File: config.mk
export PLATFORM = sky130hd
export DESIGN_NAME = ffba_ctrl
export DESIGN_NICKNAME = d
export VERILOG_FILES = /design/src/rtl/core/ffba_pkg.sv /design/src/rtl/core/ffba_ctrl.sv
export SDC_FILE = /design/constraint.sdc
export NUM_CORES = 1
export LEC_CHECK = 0
export BUFFER_PORTS_ARGS = -buffer_cell sky130_fd_sc_hd__buf_2
export CAP_MARGIN = 20
export CORE_AREA = 2 2 39 41
export CTS_CLUSTER_SIZE = 30
export DETAILED_ROUTE_END_ITERATION = 8
export DIE_AREA = 0 0 41 43
export GPL_ROUTABILITY_DRIVEN = 0
export HOLD_SLACK_MARGIN = 0.03
export PLACE_DENSITY = 0.63
export SETUP_SLACK_MARGIN = 0.05
export SLEW_MARGIN = 30
export SYNTH_ARGS = -nofsm -noshare
export SYNTH_HDL_FRONTEND = slang
export SYNTH_SLANG_ARGS = --single-unit
File: constraint.sdc
create_clock -name clk -period 2.1 [get_ports clk]
set_input_delay 0.42 -clock clk [delete_from_list [all_inputs] [get_ports clk]]
set_output_delay 0.42 -clock clk [all_outputs]
set_load 0.05 [all_outputs]
File: src/rtl/core/ffba_pkg.sv
// Package for the first-fit block allocator: shared types, field widths and status codes.
// No dependencies; imported by the controller, the datapath and the top level.
`default_nettype none

package ffba_pkg;

  localparam int KIND_W = 1;
  localparam int REQ_W  = 14;
  localparam int BOFF_W = 13;
  localparam int STAT_W = 2;
  localparam int PAY_W  = 14;
  // A rounded request size needs one bit more than the raw request.
  localparam int NEED_W = REQ_W + 1;

  localparam logic [STAT_W-1:0] STAT_ALLOC = 2'd0;
  localparam logic [STAT_W-1:0] STAT_NOFIT = 2'd1;
  localparam logic [STAT_W-1:0] STAT_FREED = 2'd2;
  localparam logic [STAT_W-1:0] STAT_NULL  = 2'd3;

  localparam logic KIND_ALLOC = 1'b0;
  localparam logic KIND_FREE  = 1'b1;

  typedef enum logic [3:0] {
    ST_INIT,
    ST_IDLE,
    ST_A_EVAL,
    ST_A_WR,
    ST_F_WR,
    ST_M_START,
    ST_M_CUR,
    ST_M_NXT
  } state_t;

  // Commands from the controller to the datapath.
  typedef struct packed {
    logic              init_wr;
    logic              load;
    logic              a_eval;
    logic              a_wr;
    logic              f_wr;
    logic              m_start;
    logic              m_cur;
    logic              m_nxt;
    logic              done;
    logic [STAT_W-1:0] done_status;
  } dp_cmd_t;

  // Status from the datapath to the controller.
  typedef struct packed {
    logic kind_free;
    logic free_ok;
    logic fit;
    logic step_last;
    logic link_last;
  } dp_stat_t;

endpackage

`default_nettype wire

File: src/rtl/core/ffba_ctrl.sv
// Controller state machine of the first-fit block allocator.
// Depends on ffba_pkg; drives the datapath through dp_cmd_t and reads dp_stat_t.
`default_nettype none

module ffba_ctrl (
  input  wire logic               clk,
  input  wire logic               rst,
  input  wire logic               start,
  input  wire ffba_pkg::dp_stat_t stat,
  output ffba_pkg::dp_cmd_t       cmd,
  output logic                    busy
);
  import ffba_pkg::*;

  state_t state;
  state_t state_next;

  always_ff @(posedge clk) begin
    if (rst) begin
      state <= ST_INIT;
    end else begin
      state <= state_next;
    end
  end

  assign busy = (state != ST_IDLE);

  always_comb begin
    state_next = state;
    case (state)
      ST_INIT: begin
        state_next = ST_IDLE;
      end
      ST_IDLE: begin
        if (start) begin
          if (!stat.kind_free) begin
            state_next = ST_A_EVAL;
          end else if (stat.free_ok) begin
            state_next = ST_F_WR;
          end
        end
      end
      ST_A_EVAL: begin
        if (stat.fit) begin
          state_next = ST_A_WR;
        end else if (stat.step_last) begin
          state_next = ST_IDLE;
        end
      end
      ST_A_WR: begin
        state_next = ST_IDLE;
      end
      ST_F_WR: begin
        state_next = ST_M_START;
      end
      ST_M_START: begin
        state_next = ST_M_CUR;
      end
      ST_M_CUR: begin
        state_next = stat.step_last ? ST_IDLE : ST_M_NXT;
      end
      ST_M_NXT: begin
        if (stat.link_last) begin
          state_next = ST_IDLE;
        end
      end
      default: begin
        state_next = ST_INIT;
      end
    endcase
  end

  always_comb begin
    cmd = '0;
    cmd.done_status = STAT_ALLOC;
    case (state)
      ST_INIT: begin
        cmd.init_wr = 1'b1;
      end
      ST_IDLE: begin
        if (start) begin
          cmd.load = 1'b1;
          // A null or out-of-pool free is answered at once.
          if (stat.kind_free && !stat.free_ok) begin
            cmd.done        = 1'b1;
            cmd.done_status = STAT_NULL;
          end
        end
      end
      ST_A_EVAL: begin
        cmd.a_eval = 1'b1;
        if (!stat.fit && stat.step_last) begin
          cmd.done        = 1'b1;
          cmd.done_status = STAT_NOFIT;
        end
      end
      ST_A_WR: begin
        cmd.a_wr        = 1'b1;
        cmd.done        = 1'b1;
        cmd.done_status = STAT_ALLOC;
      end
      ST_F_WR: begin
        cmd.f_wr = 1'b1;
      end
      ST_M_START: begin
        cmd.m_start = 1'b1;
      end
      ST_M_CUR: begin
        cmd.m_cur = 1'b1;
        if (stat.step_last) begin
          cmd.done        = 1'b1;
          cmd.done_status = STAT_FREED;
        end
      end
      ST_M_NXT: begin
        cmd.m_nxt = 1'b1;
        if (stat.link_last) begin
          cmd.done        = 1'b1;
          cmd.done_status = STAT_FREED;
        end
      end
      default: begin
        cmd = '0;
      end
    endcase
  end

endmodule

`default_nettype wire

==> results of run 1 <==
-- critical path, cell delays in order, from the launching register on --
cell and delay (ps):
sky130_fd_sc_hd__dfxtp_2 320, sky130_fd_sc_hd__inv_2 40, sky130_fd_sc_hd__or3_4 320, sky130_fd_sc_hd__or3_4 400
sky130_fd_sc_hd__a21bo_4 190, sky130_fd_sc_hd__buf_8 130
-- logic make-up (layout without fill, tap and decap cells) --
group	Yosys count	in the layout	synth area share
buffers and inverters	7	32	0.135
and+or+nand+nor	23	23	0.408
AOI/OAI and AO/OA	14	14	0.277
DFF	3	3	0.180
-- cells in the final DEF, fill, tap and decap left out, drive strengths merged, types with 2 or more instances in the layout --
cell / n
nand2b: 2
clkbuf: 4
dfxtp: 3
and2b: 2
or2b: 2
buf: 25
nor3: 3
nand2: 2
o21ai: 2
inv: 3
nor2: 7
or3: 2
a21oi: 6
-- routing by layer --
| metal | vias to the layer above | wire, microns |
|---|---|---|
| met1 | 178 | 374 |
| met2 | 19 | 441 |
| met3 | 2 | 77 |
| li1 | 212 | - |
| met4 | 0 | 13 |
| met5 | - | 0 |
-- final cells by class --
class / count / area [sq um] / area share
tap: 16 / 20.0 / 0.0385
sequential: 3 / 62.6 / 0.120
clock buffer: 4 / 26.3 / 0.0505
multi-input combinational: 37 / 238 / 0.457
timing repair buffer: 25 / 163 / 0.313
inverter: 3 / 11.3 / 0.0216
-- path summary, 6_finish.rpt --
kind	depth (start not counted)	from	endpoint	slack [ps]
hold / removal	2	rst	state[1]$_SDFFE_PP0P_	370
hold reg to reg	3	state[1]$_SDFFE_PP0P_	state[1]$_SDFFE_PP0P_	690
setup / recovery	5	state[0]$_SDFFE_PP0P_	cmd[0]	30
setup reg to reg	4	state[1]$_SDFFE_PP0P_	state[2]$_SDFFE_PP0P_	730
-- metrics by stage --
| stage | instances | power, uW | setup WS (ps) | setup TNS [ps] | hold slack, ps |
|---|---|---|---|---|---|
| 6_report | 88 | 361 | 32.8 | 0 | 375 |
| 5_1_grt | 88 | 383 | -1.69 | -1.69 | 377 |
| 4_1_cts | 86 | 356 | 13.5 | 0 | 379 |
| 3_5_place_dp | 81 | 241 | 122 | 0 | 619 |
| 3_3_place_gp | 81 | 241 | 126 | 0 | 621 |
| 2_1_floorplan | 47 | 209 | -133 | -356 | 499 |
-- repair_timing --
| item | in CTS | in global routing |
|---|---|---|
| setup endpoints to repair | 3 | 3 |
| resized for setup | 10 | 1 |
| pin swaps | 1 | 2 |
| buffers inserted | 1 | 2 |
-- where the power goes --
part	switching, uW	internal, uW	total, uW
combinational	122	69.1	192
sequential	3.61	64.5	68.1
clock	29.7	71.2	101
==> impl_summary.md, run 1 <==
Drt
The sum of routed wire length over all layers is 906 microns. The DRC violations left is 0. The average via count per standard cell is 4.67. The final routed wire length divided by cell count is 10.3 microns. The detail route stage leaves a number of antenna-violating nets equal to 0. The number of optimization iterations in the first detailed-route pass is 4. For this block, the via count after detailed routing is 411.

After the first detailed-routing iteration, the DRC count stood at 11.

Floorplanning
Row generation in the floorplan step produced 14 rows. The effective utilization at floorplan is 0.241. The region available for standard cell placement spans 1380 sq um.

For this design the top-level I/O count stands at 20. The total die area is 1760 sq um. Measured along the y axis, the die boundary spans 43 microns. The die boundary width is 41 microns.

Critical path
The kind of launch point of the worst setup path is a flop. The worst setup path is of the reg -> out kind. The peak fanout along the critical path is 3. For the worst setup path, the data required time is 1680 ps. The kind of end point of the critical path is an output port. The data arrival time at the worst-slack endpoint is 1650 ps.

Yosys
The share of the synthesized area in the top cell type is 0.180. Synthesis inferred 3 register bits. By area the synthesized netlist is led by sky130_fd_sc_hd__dfxtp_1, sky130_fd_sc_hd__a21oi_1, sky130_fd_sc_hd__nor2_1, sky130_fd_sc_hd__buf_6, sky130_fd_sc_hd__or3_4.

By count the netlist is led by sky130_fd_sc_hd__nor2_1, sky130_fd_sc_hd__a21oi_1, sky130_fd_sc_hd__dfxtp_1, sky130_fd_sc_hd__inv_1, sky130_fd_sc_hd__nor3_1. The count of synthesis-stage warnings from yosys is 0. The post-synthesis sequential area ratio is 0.180. The number of enable-type register cells in the synthesized netlist is 0. The net count after synthesis is 55. The library cell with the highest instance count after synthesis is sky130_fd_sc_hd__nor2_1. The most used flip-flop cell after synthesis is sky130_fd_sc_hd__dfxtp_1.

In the synthesized netlist the async set-or-reset flop fraction comes to 0. The mean instance size in the synthesized netlist is 7.11 sq um. The netlist uses 24 different library cells. The synthesized netlist occupies a cell area of 334 sq um. The post-synthesis instance total is 47. The cell accounting for the most synthesized area is sky130_fd_sc_hd__dfxtp_1.

Cells and area
The area overhead of the layout relative to synthesis is 55.8%. The antenna diode count is 0. After the last flow step, the layout net total stands at 81. For this run, the share of the core covered by cells in the final layout is 0.376. More flip-flops sit in one register than any other, and that register is state.

Counting the fill cells in the layout gives 152. The number of flip-flops under the largest register name is 3. After routing the design area is 520 sq um. In the final layout, the registers with the most flip-flops are state (3). The fraction of layout cells with a size suffix above 1 is 0.514.

Timing
The post-route minimum period is 2070 ps. The slew at the pin with the worst max-slew slack is 426 ps. The count of final setup violators is 0. Static timing analysis puts the maximum clock frequency at 484 MHz. Measured against its own limit, the worst slew margin works out to 0.712. The number of slew-limit violations in the final report is 0. The number of endpoints with negative hold slack in the final report is 0.

The share of the clock period used by the worst path after layout is 0.984. Setup repair after global routing could not meet its margin everywhere. Between clock sinks in the finished design, the worst skew comes to 2.23 ps.

GRT
The remaining global-route overflow is 0. The initial antenna violation count is 0. The first global-routing pass estimated 1.44 mm of wire. The via count of the first global-routing pass is 388. For this run, the total global-route usage over all layers was measured as 0.116. For met1 alone, demand over resource in global routing was 0.151.

The maximum number of pins on one net before global-route repair is 13. The met3 track demand over resource is 0.0157. The busiest metal layer after global routing is met2. The met2 layer usage reported by global route is 0.178.

CTS
In this run the number of H-tree levels came out at 1. In this run, CTS created clock tree buffers numbering 3. The clock tree root buffer cell is sky130_fd_sc_hd__clkbuf_4. Counting every sink on the clock net gives 3.

Counting along the longest clock path gives a buffer depth of 2. The later pin in the worst-skew pair is clocked with a latency of 230 ps. Clock-pin slew was measured on the worst setup and hold paths at 40 ps. The hold buffer count at CTS is 0. TritonCTS built the clock tree.

Min path
The path class of the tightest hold or removal check is in -> reg.

Pwr
In this run the static leakage power is 0.000263 uW. VDD sags by at most 0.252 mV. Dividing total power by cell area gives a power density of 693 nW/um^2.

Place
After legalization and detailed placement, the total HPWL measured 713 microns. Input and output buffers added on the ports amount to 19. Summing all placed instances gives a cell area of 440 sq um.

Flow run
The count of maximum capacitance violations is 0.

Outcome
The run finished with clean final reports.
Power figures use the tool's default switching activity.
==> run 2, diff against run 1 <==
- BUFFER_PORTS_ARGS: -buffer_cell sky130_fd_sc_hd__buf_2 -> -buffer_cell sky130_fd_sc_hd__clkbuf_2
==> impl_summary.md, run 2 (synthesis gave the netlist of run 1 again) <==
CTS
The clock tree root buffer cell is sky130_fd_sc_hd__clkbuf_4. The insertion delay to the later sink of the worst-skew pair is 240 ps (about the same). The number of sinks on the clock net came to 3 (unchanged). The clock tree buffer depth is 2 (unchanged). The clock-pin slew on the worst setup and hold paths is 40 ps (about the same). The hold buffer count at CTS was 0 (unchanged). The CTS buffer count was 3 (unchanged). The maximum level of the CTS H-tree is 1 (unchanged). TritonCTS built the clock tree.

Flow run
The count of maximum capacitance violations came to 0 (unchanged).

Drt
The final routed wire length divided by cell count is 11.2 microns (+8.5%). The DRC violations left is 0 (unchanged). The number of DRC violations after detailed-routing iteration 0 is 10 (-1). The average via count per standard cell came to 4.71 (+0.83%). The total length of routed met3 wires is 71 microns (-7.8%). The residual antenna-violating net count after detailed routing is 0 (unchanged). The total number of vias is 405 (-1.5%). The sum of routed wire length over all layers is 961 microns (+6.1%). The wire length the detailed router placed on met1 is 410 microns (+9.6%). The total met2 wirelength after detailed routing is 469 microns (+6.3%). The number of optimization iterations in the first detailed-route pass came to 4 (unchanged). The detailed router used layers up to and including met4.

Floorplanning
The total die area was 1760 sq um (unchanged). The effective utilization at floorplan is 0.241 (unchanged). The number of top-level pins is 20 (unchanged). The site row count is 14 (unchanged). The die boundary width is 41 microns (unchanged). The core box area is 1380 sq um (unchanged).

The chip height is 43 microns (unchanged).

Cells and area
Counting flops per register, the top entry is state. The fraction of layout cells with a size suffix above 1 is 0.500 (-0.0139). The largest registers in the layout are state (3). In the layout the commonest cells are sky130_fd_sc_hd__clkbuf_2, sky130_fd_sc_hd__nor2_1, sky130_fd_sc_hd__a21oi_1, sky130_fd_sc_hd__buf_4. The antenna diode count was 0 (unchanged). The number of flip-flops under the largest register name is 3 (unchanged). The cell area after layout came to 537 sq um (+3.1%). The number of inserted filler cells in the final layout is 152 (unchanged). From synthesis to final layout, the design area changed by 60.7%. The post-route core utilization is 0.388 (+0.0118). The number of nets at the end of the flow came to 79 (-2.5%). The most common library cell in the layout ignoring fill and taps is sky130_fd_sc_hd__clkbuf_2.

Outcome
The final reports fail on setup timing. The flow ran to the end, but the final reports show violations.

Timing
The slew at the pin with the worst max-slew slack was 422 ps (-3.57 ps). The number of endpoints with negative hold slack in the final report is 0 (unchanged). The number of slew-limit violations in the final report is 0 (unchanged). Setup repair after global routing could not meet its margin everywhere.

The worst relative slew slack is 0.715 (+0.00241). The count of final setup violators was 1 (+1). The fmax is 475 MHz (-1.8%). The worst clock skew on the final layout was 6.03 ps (+3.80 ps). The share of the clock period used by the worst path after layout was 1.00 (+0.0180).

The setup slack of the critical path after layout is -5.08 ps (-37.8 ps). The aggregate negative setup slack is -5.08 ps (-5.08 ps). The post-route minimum period is 2110 ps (+37.8 ps).

Critical path
The type of the worst setup path is reg -> out. The launching point of the worst reg2reg path is state[1]$_SDFFE_PP0P_. The required time of the critical path is 1680 ps (about the same).

The peak fanout along the critical path is 4 (+1). The number of cells on the worst reg-to-reg path is 4 (unchanged). The worst setup path is launched from a flop. The worst setup path is captured at an output port.

The slack of the worst reg-to-reg path is 720 ps (about the same). The data arrival time at the worst-slack endpoint is 1690 ps (+40 ps). The end of the worst register-to-register path is state[2]$_SDFFE_PP0P_.

GRT
The via count of the first global-routing pass was 392 (+1.0%). The global-route wire length before repair is 1.48 mm (+2.4%). The remaining global-route overflow is 0 (unchanged). The initial antenna violation count is 0 (unchanged).

The global-route usage over all layers is 0.124 (+0.00790). The maximum number of pins on one net before global-route repair came to 13 (unchanged).

Pwr
The maximum vdd ir drop came to 0.301 mV (+19%). The total power per unit cell area is 683 nW/um^2 (-1.4%). The total leakage power was 0.000259 uW (-1.5%).

Place
The count of port buffers added during placement is 19 (unchanged). The pre-CTS setup slack is 84.6 ps (-37.5 ps). The half-perimeter wire length of the detailed placement result was 749 microns (+5.1%). The area after detailed placement is 455 sq um (+3.4%).

Min path
The number of cells traversed by the worst hold path is 2 (unchanged). The hold path startpoint is rst. For hold timing, the worst endpoint is state[1]$_SDFFE_PP0P_. The classification of the worst-slack hold path is in -> reg.
-- run 2: cell count changes in the layout (fill, tap and decap cells not counted) --
cell	delta
sky130_fd_sc_hd__buf_2	-16
sky130_fd_sc_hd__clkbuf_2	+16
sky130_fd_sc_hd__buf_4	-2
sky130_fd_sc_hd__buf_6	-2
sky130_fd_sc_hd__buf_12	+1
sky130_fd_sc_hd__buf_8	-1
sky130_fd_sc_hd__clkbuf_16	+1
sky130_fd_sc_hd__clkbuf_8	+1
sky130_fd_sc_hd__dfxtp_1	+1
sky130_fd_sc_hd__dfxtp_2	-1
sky130_fd_sc_hd__o21ai_1	-1
sky130_fd_sc_hd__o21ai_4	+1
-- run 2: worst max-delay path: stages, from the launching register on --
cell                        delay, ps
sky130_fd_sc_hd__dfxtp_2          330
sky130_fd_sc_hd__inv_2             50
sky130_fd_sc_hd__or3_4            320
sky130_fd_sc_hd__or3_4            400
sky130_fd_sc_hd__a21bo_4          200
sky130_fd_sc_hd__clkbuf_16        150
-- run 2: worst max-delay path by stage --
stage	cells past startpoint	startpoint	slack, ps	to
2_1_floorplan	5	state[1]$_SDFFE_PP0P_	-130	cmd[1]
3_3_place_gp	5	stat[4]	110	cmd[0]
3_5_place_dp	5	stat[4]	80	cmd[0]
4_1_cts	5	state[0]$_SDFFE_PP0P_	-20	cmd[0]
5_1_grt	5	state[0]$_SDFFE_PP0P_	-50	cmd[0]
6_report	5	state[0]$_SDFFE_PP0P_	-5	cmd[0]
-- run 2: stage by stage --
stage,hold WS (ps),total power [uW],cells
after global placement,624,247,81
after floorplan,499,209,47
final,384,367,86
after detailed placement,625,247,81
after CTS,385,360,85
after global routing,402,383,86
-- run 2: what timing repair did --
item | in CTS | in global routing
setup buffers | 0 | 1
setup endpoints to repair | 3 | 3
resized for setup | 8 | 2
hold endpoints to repair | 0 | 0
gates cloned | 0 | 0
-- run 2: metal layers --
| metal | GRT usage | up-vias |
|---|---|---|
| met5 | 0 | - |
| met4 | 0.0800 | 0 |
| met3 | 0.0314 | 2 |
| met2 | 0.184 | 17 |
| met1 | 0.150 | 179 |
| li1 | - | 207 |
-- run 2: final cells by class --
class	instances	area [sq um]	area share
inverters	3	11.3	0.0210
multi-input cells	37	249	0.464
well taps	16	20.0	0.0373
clock buffers	4	26.3	0.0490
repair buffers	23	169	0.315
flip-flops and latches	3	61.3	0.114
-- run 2: where the power goes --
part / switching (uW) / total, uW / leakage, uW / internal (uW)
Sequential: 3.66 / 67.8 / 0.0000249 / 64.2
Clock: 32.3 / 104 / 0.0000150 / 71.4
Combinational: 126 / 195 / 0.000219 / 69.5
==> run 3, diff against run 2 <==
- ABC_AREA: unset -> 1
- PLACE_DENSITY: 0.63 -> 0.65
==> impl_summary.md, run 3 <==
Cells and area
The fraction of layout cells with a size suffix above 1 is 0.424 (-0.0765). The number of flip-flops under the largest register name came to 3 (unchanged). The largest register by flop count is state. The area growth from synthesis to layout is 46.7%.

The library cells used most frequently in the layout, excluding fill and tap cells, are sky130_fd_sc_hd__clkbuf_2, sky130_fd_sc_hd__inv_1, sky130_fd_sc_hd__nand2_1, sky130_fd_sc_hd__nand3_1, sky130_fd_sc_hd__nor2_1. The number of nets at the end of the flow was 94 (+19%). Leaving out fill and tap cells, the most frequent cell in the layout is sky130_fd_sc_hd__clkbuf_2. The number of inserted filler cells in the final layout is 152 (unchanged).

In the final layout, the registers with the most flip-flops are state (3). The antenna diode count came to 0 (unchanged). The post-route core utilization came to 0.378 (-0.00994).

Drt
The final routed wire length divided by cell count is 8.77 microns (-21%). The number of optimization iterations in the first detailed-route pass is 4 (unchanged). The DRC violations left is 0 (unchanged). The residual antenna-violating net count after detailed routing is 0 (unchanged). The average via count per standard cell is 4.38 (-7.1%). The number of DRC violations after detailed-routing iteration 0 is 12 (+2).

The total number of vias is 442 (+9.1%). The sum of routed wire length over all layers is 886 microns (-7.8%).

Timing
The post-route minimum period is 1930 ps (-178 ps). The number of endpoints with negative hold slack in the final report is 0 (unchanged). The aggregate negative setup slack came to 0 ps (+5.08 ps). The worst relative slew slack is 0.815 (+0.101). Setup repair after global routing left no endpoint under its margin. The count of final setup violators came to 0 (-1). The slew at the pin with the worst max-slew slack is 278 ps (-144 ps). The fmax is 519 MHz (+9.2%).

The worst clock skew on the final layout was 0.117 ps (-5.91 ps). The number of slew-limit violations in the final report is 0 (unchanged). The share of the clock period used by the worst path after layout is 0.918 (-0.0847).

Yosys
The number of different library cells in the post-synthesis netlist was 17 (-29%). The most instantiated flip-flop cell in the synthesis netlist is sky130_fd_sc_hd__dfxtp_1. The cell accounting for the most synthesized area is sky130_fd_sc_hd__dfxtp_1. The library cell with the highest instance count after synthesis is sky130_fd_sc_hd__inv_1. By count the netlist is led by sky130_fd_sc_hd__inv_1, sky130_fd_sc_hd__nand2_1, sky130_fd_sc_hd__nand3_1, sky130_fd_sc_hd__nor2_1, sky130_fd_sc_hd__nor3_1. The net count after synthesis is 71 (+29%).

The post-synthesis instance total is 63 (+34%). The count of synthesis-stage warnings from yosys came to 0 (unchanged). The post-synthesis async set-or-reset flop share is 0 (unchanged). The post-synthesis sequential area ratio is 0.168 (-0.0114).

The share of the synthesized area in the top cell type is 0.168 (-0.0114). The number of enable-type register cells in the synthesized netlist was 0 (unchanged). After synthesis, the cell types taking the most area are sky130_fd_sc_hd__dfxtp_1, sky130_fd_sc_hd__inv_1, sky130_fd_sc_hd__nand2_1, sky130_fd_sc_hd__nor2_4, sky130_fd_sc_hd__nand3_1. The mean instance size in the synthesized netlist was 5.66 sq um (-20%).

The cell area after technology mapping is 357 sq um (+6.7%). The number of register bits inferred by synthesis is 3 (unchanged).

GRT
The remaining global-route overflow is 0 (unchanged). The global-route wire length before repair is 1.35 mm (-8.9%). The via count of the first global-routing pass is 370 (-5.6%). The initial antenna violation count is 0 (unchanged). The global-route usage over all layers is 0.109 (-0.0148).

The maximum number of pins on one net before global-route repair is 10 (-3).

Pwr
The total leakage power was 0.000326 uW (+26%). The net switching component of the power is 331 uW (+100%). The fraction of power consumed by combinational cells is 0.623 (+0.091). The portion of total power attributed to the clock network is 0.174 (-0.109). The part of the power in registers is 0.203 (+0.018).

The maximum vdd ir drop is 0.364 mV (+21%). The internal power contribution is 237 uW (+16%). The switching fraction of total power is 0.582 (+0.142). The total power per unit cell area came to 1090 nW/um^2 (+59%).

Critical path
The type of the worst setup path is reg -> out. The peak fanout along the critical path came to 6 (+2). The data arrival time at the worst-slack endpoint was 1510 ps (-180 ps). The slack of the worst reg-to-reg path is 950 ps (+230 ps). The required time of the critical path was 1680 ps (about the same).

The worst setup path is captured at an output port. The worst setup path is launched from a flop.

Outcome
The run finished with clean final reports.

Floorplanning
The site row count is 14 (unchanged). The effective utilization at floorplan was 0.258 (+0.0163). The core box area was 1380 sq um (unchanged). The total die area was 1760 sq um (unchanged). The number of top-level pins is 20 (unchanged). The die boundary width was 41 microns (unchanged). The chip height is 43 microns (unchanged).

CTS
The clock-pin slew on the worst setup and hold paths is 40 ps (about the same). TritonCTS built the clock tree. The maximum level of the CTS H-tree came to 1 (unchanged). The clock tree root buffer cell is sky130_fd_sc_hd__clkbuf_4. The clock tree buffer depth is 2 (unchanged). The CTS buffer count is 3 (unchanged).

The number of sinks on the clock net was 3 (unchanged). The post-CTS setup repair buffer count is 0 (unchanged). The insertion delay to the later sink of the worst-skew pair came to 230 ps (about the same).

Min path
The path class of the tightest hold or removal check is in -> reg.

Place
The half-perimeter wire length of the detailed placement result is 771 microns (+2.8%). The count of port buffers added during placement is 19 (unchanged).

Flow run
The count of maximum capacitance violations is 0 (unchanged).
## run 3: cell count changes in the layout (fill, tap and decap cells not counted), moves of 3 or more
cell                      change
sky130_fd_sc_hd__buf_4        -4
sky130_fd_sc_hd__nand3_1      +6
sky130_fd_sc_hd__nand2_1     +10
sky130_fd_sc_hd__inv_1       +13
sky130_fd_sc_hd__nor2_4       +3
sky130_fd_sc_hd__a21oi_1      -4
## run 3: cells by family after synthesis
group / count (synthesis) / share of synthesized area
and+or+nand+nor: 38 / 0.572
DFF: 3 / 0.168
AOI/OAI and AO/OA: 4 / 0.0596
buffers and inverters: 18 / 0.200
## run 3: final timing paths
check                              from               endpoint  cells after the start
hold / removal                      rst  state[1]$_SDFFE_PP0P_                      4
setup reg to reg  state[2]$_SDFFE_PP0P_  state[0]$_SDFFE_PP0P_                      5
hold reg to reg   state[0]$_SDFFE_PP0P_  state[0]$_SDFFE_PP0P_                      3
setup / recovery  state[1]$_SDFFE_PP0P_                 cmd[1]                      8
## run 3: cell type report
| cell class | instances | area [sq um] | share of cell area |
|---|---|---|---|
| clock buffers | 4 | 26.3 | 0.0502 |
| inverters | 17 | 71.3 | 0.136 |
| multi-input cells | 42 | 246 | 0.471 |
| flip-flops and latches | 3 | 63.8 | 0.122 |
| well taps | 16 | 20.0 | 0.0383 |
| repair buffers | 19 | 95.1 | 0.182 |
## run 3: power groups by stage
stage | Combinational [uW] | Clock (uW) | Sequential, uW
after CTS | 356 | 103 | 113
after floorplan | 313 | 0 | 93.4
after detailed placement | 354 | 0 | 115
after global placement | 352 | 0 | 113
after global routing | 379 | 112 | 118
final | 354 | 98.6 | 115
## run 3: critical path: stages, from the launching register on
cell,delay (ps)
sky130_fd_sc_hd__dfxtp_2,350
sky130_fd_sc_hd__inv_4,100
sky130_fd_sc_hd__nand2_4,60
sky130_fd_sc_hd__nor2_4,170
sky130_fd_sc_hd__inv_6,40
sky130_fd_sc_hd__nor2_4,100
sky130_fd_sc_hd__nand3_2,100
sky130_fd_sc_hd__nand2b_1,80
sky130_fd_sc_hd__clkbuf_2,270
## run 3: through the flow
step           setup slack, ps  hold WS [ps]  cell area, sq um  power, uW  instances
6_report                   173           454               523        568        101
5_1_grt                   53.5           469               523        609        101
4_1_cts                    113           451               517        572        101
3_5_place_dp               348           618               490        469         97
3_3_place_gp               386           614               490        465         97
2_1_floorplan             57.2           565               383        406         63
## run 3: repair_timing
action	4_1_cts	5_1_grt
resized for setup	0	4
endpoints found under the setup margin	0	3
hold buffers	0	0
## run 3: layer usage
layer	wire length (microns)	part of all wire	track usage	vias up
li1	-	-	-	234
met1	381	0.43	0.129	189
met2	435	0.49	0.178	19
met3	69	0.078	0.0314	0
met4	0	0	0.0400	0
met5	0	0	0	-
